### src/hw/rtl/pipt_pkg.sv
package pipt_pkg;

    // Fixed widths of the port fields
    localparam int REQ_W        = 2;
    localparam int PORT_COORD_W = 32;
    localparam int COUNT_W      = 32;

    localparam logic [COUNT_W-1:0] COUNT_MAX = '1;

    // Request codes carried on req_type
    localparam logic [REQ_W-1:0] REQ_CLEAR  = 2'd0;
    localparam logic [REQ_W-1:0] REQ_APPEND = 2'd1;
    localparam logic [REQ_W-1:0] REQ_QUERY  = 2'd2;

    typedef enum logic [2:0] {
        ST_IDLE,
        ST_PRIME,
        ST_DIFF,
        ST_MUL1,
        ST_MUL2,
        ST_CMP,
        ST_FINISH
    } seq_state_t;

    // Strobes from the sequencer to the edge arithmetic
    typedef struct packed {
        logic start;   // clear the inside flag for a new query
        logic load;    // latch edge differences
        logic mul_ad;  // first product
        logic mul_bc;  // second product, keep the first
        logic check;   // compare products and toggle
    } cross_ctrl_t;

endpackage

### src/hw/rtl/pipt_cross_unit.sv
module pipt_cross_unit #(
    parameter int CW = 32
) (
    input  logic                  aclk,
    input  logic                  aresetn,
    input  pipt_pkg::cross_ctrl_t ctrl,
    input  logic [CW-1:0]         pt_lat,
    input  logic [CW-1:0]         pt_lon,
    input  logic [CW-1:0]         cur_lat,
    input  logic [CW-1:0]         cur_lon,
    input  logic [CW-1:0]         prv_lat,
    input  logic [CW-1:0]         prv_lon,
    output logic                  straddle,
    output logic                  in_poly
);

    localparam int DW = CW + 1;
    localparam int PW = 2 * DW;

    logic signed [DW-1:0] px, py, xi, yi, xj, yj;
    logic signed [DW-1:0] a_next, b_next, c_next, d_next, c_raw, d_raw;
    logic signed [DW-1:0] a_reg, b_reg, c_reg, d_reg;
    logic signed [DW-1:0] mul_x, mul_y;
    logic signed [PW-1:0] prod, prod_reg, lhs_reg;
    logic                 inside_reg;

    assign px = $signed({pt_lat[CW-1], pt_lat});
    assign py = $signed({pt_lon[CW-1], pt_lon});
    assign xi = $signed({cur_lat[CW-1], cur_lat});
    assign yi = $signed({cur_lon[CW-1], cur_lon});
    assign xj = $signed({prv_lat[CW-1], prv_lat});
    assign yj = $signed({prv_lon[CW-1], prv_lon});

    // Edge spans the query longitude
    assign straddle = (yi > py) != (yj > py);

    // Flip both sides when the longitude span is negative
    always_comb begin
        a_next = px - xi;
        b_next = xj - xi;
        c_raw  = py - yi;
        d_raw  = yj - yi;
        if (d_raw[DW-1]) begin
            c_next = -c_raw;
            d_next = -d_raw;
        end else begin
            c_next = c_raw;
            d_next = d_raw;
        end
    end

    // One shared multiplier, two passes per straddling edge
    assign mul_x = ctrl.mul_ad ? a_reg : b_reg;
    assign mul_y = ctrl.mul_ad ? d_reg : c_reg;
    assign prod  = PW'(mul_x) * PW'(mul_y);

    always_ff @(posedge aclk) begin
        if (ctrl.load) begin
            a_reg <= a_next;
            b_reg <= b_next;
            c_reg <= c_next;
            d_reg <= d_next;
        end
        if (ctrl.mul_ad || ctrl.mul_bc) begin
            prod_reg <= prod;
        end
        if (ctrl.mul_bc) begin
            lhs_reg <= prod_reg;
        end
    end

    always_ff @(posedge aclk) begin
        if (!aresetn) begin
            inside_reg <= 1'b0;
        end else if (ctrl.start) begin
            inside_reg <= 1'b0;
        end else if (ctrl.check && (lhs_reg < prod_reg)) begin
            inside_reg <= ~inside_reg;
        end
    end

    assign in_poly = inside_reg;

endmodule

### config.mk
export PLATFORM = sky130hd
export DESIGN_NAME = pipt_cross_unit
export DESIGN_NICKNAME = d
export VERILOG_FILES = /design/src/hw/rtl/pipt_pkg.sv /design/src/hw/rtl/pipt_cross_unit.sv
export SDC_FILE = /design/constraint.sdc
export NUM_CORES = 2
export LEC_CHECK = 0
export BUFFER_PORTS_ARGS = -buffer_cell sky130_fd_sc_hd__clkbuf_2
export CAP_MARGIN = 10
export CORE_ASPECT_RATIO = 2
export CORE_MARGIN = 1
export CORE_UTILIZATION = 65
export DETAILED_ROUTE_END_ITERATION = 10
export PLACE_DENSITY = 0.83
export SKIP_LAST_GASP = 1
export SLEW_MARGIN = 20
export SYNTH_ARGS = -nofsm -noshare
export SYNTH_HDL_FRONTEND = slang
export SYNTH_SLANG_ARGS = --single-unit
### constraint.sdc
create_clock -name aclk -period 21.9 [get_ports aclk]
set_input_delay 6.57 -clock aclk [delete_from_list [all_inputs] [get_ports aclk]]
set_output_delay 6.57 -clock aclk [all_outputs]
set_load 0.03 [all_outputs]
==> results by group <==
Clocking
  • CTS tree: built
  • CTS Buf Count: 24
  • # clock sinks: between 200 and 300
  • Post-CTS sizing: 0
  • Clock root cell: clkbuf_16
  • Htree depth: 1
  • Post-CTS Hold Buffers: 0
  • # Post-CTS Setup Buffers: 0
  • Reg clk slew, reported paths: ~80 ps
  • Bufs on Longest Clock Path: 3
  • Skew-Pair Late Insertion Delay: 630 ps

Cells and area
  • Commonest non-fill, non-tap cell in the layout: inv_1
  • Final #Nets: between 7000 and 8000
  • Filler Cell Count: 6694
  • Fraction of layout instances using a drive strength above 1: under 10%
  • Commonest cells after routing, fill and taps aside: 1308 x inv_1, 1149 x fa_1, 711 x nor2_1
  • Synth-to-layout area growth: 6.01%

Floorplanning
  • Boundary Pins: 201
  • Die area: a little under 90000 µm²
  • Initial Utilization: 65.8%
  • Core footprint: around 86000 µm²
  • # rows: 152
  • Die W: 211 µm
  • Height of the chip: 420 µm

Run status
  • Outcome: complete, no violations

Detailed routing
  • M1 WL: 53100 µm
  • Post-DR vias/cell: 6.16
  • Routed length on met3: 17900 µm
  • Total number of vias: ~45000
  • Final WL: 190000 µm
  • Highest metal used: met5
  • DRC marker count from the first detailed-route iteration: roughly 3800
  • Met2 routed WL: 92500 µm
  • WL/cell: 26.1 µm
  • TritonRoute pass-1 iters: 6
  • Post-route ant nets: 0
  • Residual DRC: 0

Synthesis
  • Async S/R FF share, synth: 0%
  • Synthesis-stage register bit count: approximately 270
  • Post-Synthesis Cells: 6010
  • Primary FF master, synth: edfxtp_1
  • Synth cell types: 81
  • Syn nets: 7802
  • Syn. warnings: 0
  • Sequential area share after synthesis: 14.0%
  • Avg Cell Area, Syn: approximately 9.4 µm²
  • EDFF count, synth: 264
  • Cell Area, Synth: between 50000 and 60000 µm²

Global route
  • Largest net degree at the start of global routing: 85
  • First-pass GRT wire length: around 290000 µm
  • Antenna violations before repair: 8
  • Global-route usage over all layers: 45.5%
  • Gr ovfl total: 0
  • Vias in the first global route: approximately 50000

Worst setup path
  • Worst Path Buf+Inv: 3
  • R2R Setup Slk: roughly 11000 ps
  • Worst reg2reg startpoint: b_reg[17]
  • CP required: 15330 ps
  • Worst endpoint data arrival time: 10600 ps
  • CP Launch Type: input port
  • R2R cell count: 27
  • Crit Path Max Fanout: 6
  • CP Class: in2out
  • Worst path slowest cell: o21ai_0
  • R2R Path End: prod_reg[64]
  • CP Capture Type: primary output
  • Crit path largest cell delay: 820 ps
  • Crit path cell chain: clkbuf_2 > inv_1 > ha_1 > o21ai_1 > a21oi_1 > o2111ai_1 > a21oi_1 > a31oi_1 > nand2_1 > a21o_1 > nand4_1 > nand2_1 > o21ai_0 > xor2_1 > clkbuf_2
  • CP delay by family, top: compound AO/OA/AOI/OAI gates

Place
  • IO Port Bufs: 200
  • Detail Placement HPWL: 151000 µm
  • Placer Congestion: 1.05

Timing
  • Final hold violations: 0
  • Max Transition Viols Final: 0
  • Setup TNS: 0 ps
  • Fin crit share: 78.4%
  • Max-slew headroom: 22.8%
  • Final Critical Period: between 15000 and 20000 ps
  • RSZ-0062 raised after global routing: false
  • Fmax: a little under 0.06 GHz
  • Final setup fails: 0
  • Worst-margin pin slew: approximately 1100 ps
  • Clk_skew: 13.0 ps

Min path
  • Hold Path Stages: 0
  • Worst min path class: reg2reg
  • Hold_sp: prod_reg[35]
  • WHS Endpoint: lhs_reg[35]

Run
  • Max-cap viol count: 0
cells in the mapped netlist, types with 26 or more instances:
master    instances  area share, %
o21a_1           42           0.56
fa_1           1149             41
nand2b_1         55           0.61
nor3_1           32           0.28
mux2i_1          67            1.2
a21oi_1         189            1.7
clkbuf_1        169            1.1
inv_1          1308            8.7
nand4_1          33           0.36
nor2_1          711            4.7
nand2_1         608            4.0
o21ai_0         132            1.2
edfxtp_1        264             14
nor2b_1          35           0.39
xor2_1           62           0.96
mux2_2           63            1.3
xnor2_1         169            2.6
ha_1            444            9.8
nand3_1          48           0.42
a211oi_1         26           0.34
a21o_1           99            1.3
worst max path at each step:
stage | start | end | slack (ps) | depth (start not counted)
2_1_floorplan | cur_lon[10] | straddle | 6220 | 14
3_3_place_gp | ctrl[2] | prod_reg[64] | 4680 | 32
3_5_place_dp | ctrl[2] | prod_reg[64] | 4510 | 32
4_1_cts | cur_lon[2] | straddle | 4890 | 15
5_1_grt | ctrl[2] | prod_reg[64] | 4390 | 32
6_report | cur_lon[2] | straddle | 4730 | 15
through the flow:
step / worst slack (ps) / instances / hold slack [ps] / utilization [%] / cell area [µm²]
detailed placement: 4510 / 7244 / 432 / 68.7 / 59200
global route: 4390 / 7289 / 456 / 69.8 / 60100
floorplan: 6220 / 6010 / 426 / - / 56700
global placement: 4680 / 7244 / 430 / 68.7 / 59200
CTS: 4890 / 7288 / 443 / 69.7 / 60100
finish: 4730 / 7296 / 438 / 69.8 / 60100
area by class of cell:
class	instances	area (µm²)	area share [%]
diodes	8	20.0	0.0333
clock buffers	27	642	1.07
clock inverters	17	255	0.425
inverters	1309	4910	8.17
multi-input cells	4240	43300	72.1
flip-flops and latches	265	7950	13.2
well taps	1155	1450	2.40
repair buffers	275	1570	2.62
cells by family (layout without fill, tap and decap cells):
| group | after synthesis | count (layout) | share of synthesized area, % |
|---|---|---|---|
| and+or+nand+nor | 1629 | 1629 | 12.1 |
| muxes | 130 | 130 | 2.43 |
| adders and majority gates | 1593 | 1593 | 50.4 |
| xor gates and xnor gates | 231 | 231 | 3.57 |
| other | 0 | 8 | 0 |
| buffers and inverters | 1505 | 1628 | 9.98 |
| AOI/OAI and AO/OA | 657 | 657 | 7.51 |
| DFF | 265 | 265 | 14.0 |
routing by layer:
layer	up-vias	global-route usage (%)
li1	18800	-
met4	2	49.9
met2	2597	76.6
met1	22300	41.0
met5	-	0
met3	1284	13.8
Power is left out: the tool's default activity adds up to more than one toggle a clock period on the data nets, which glitch-free logic cannot reach.
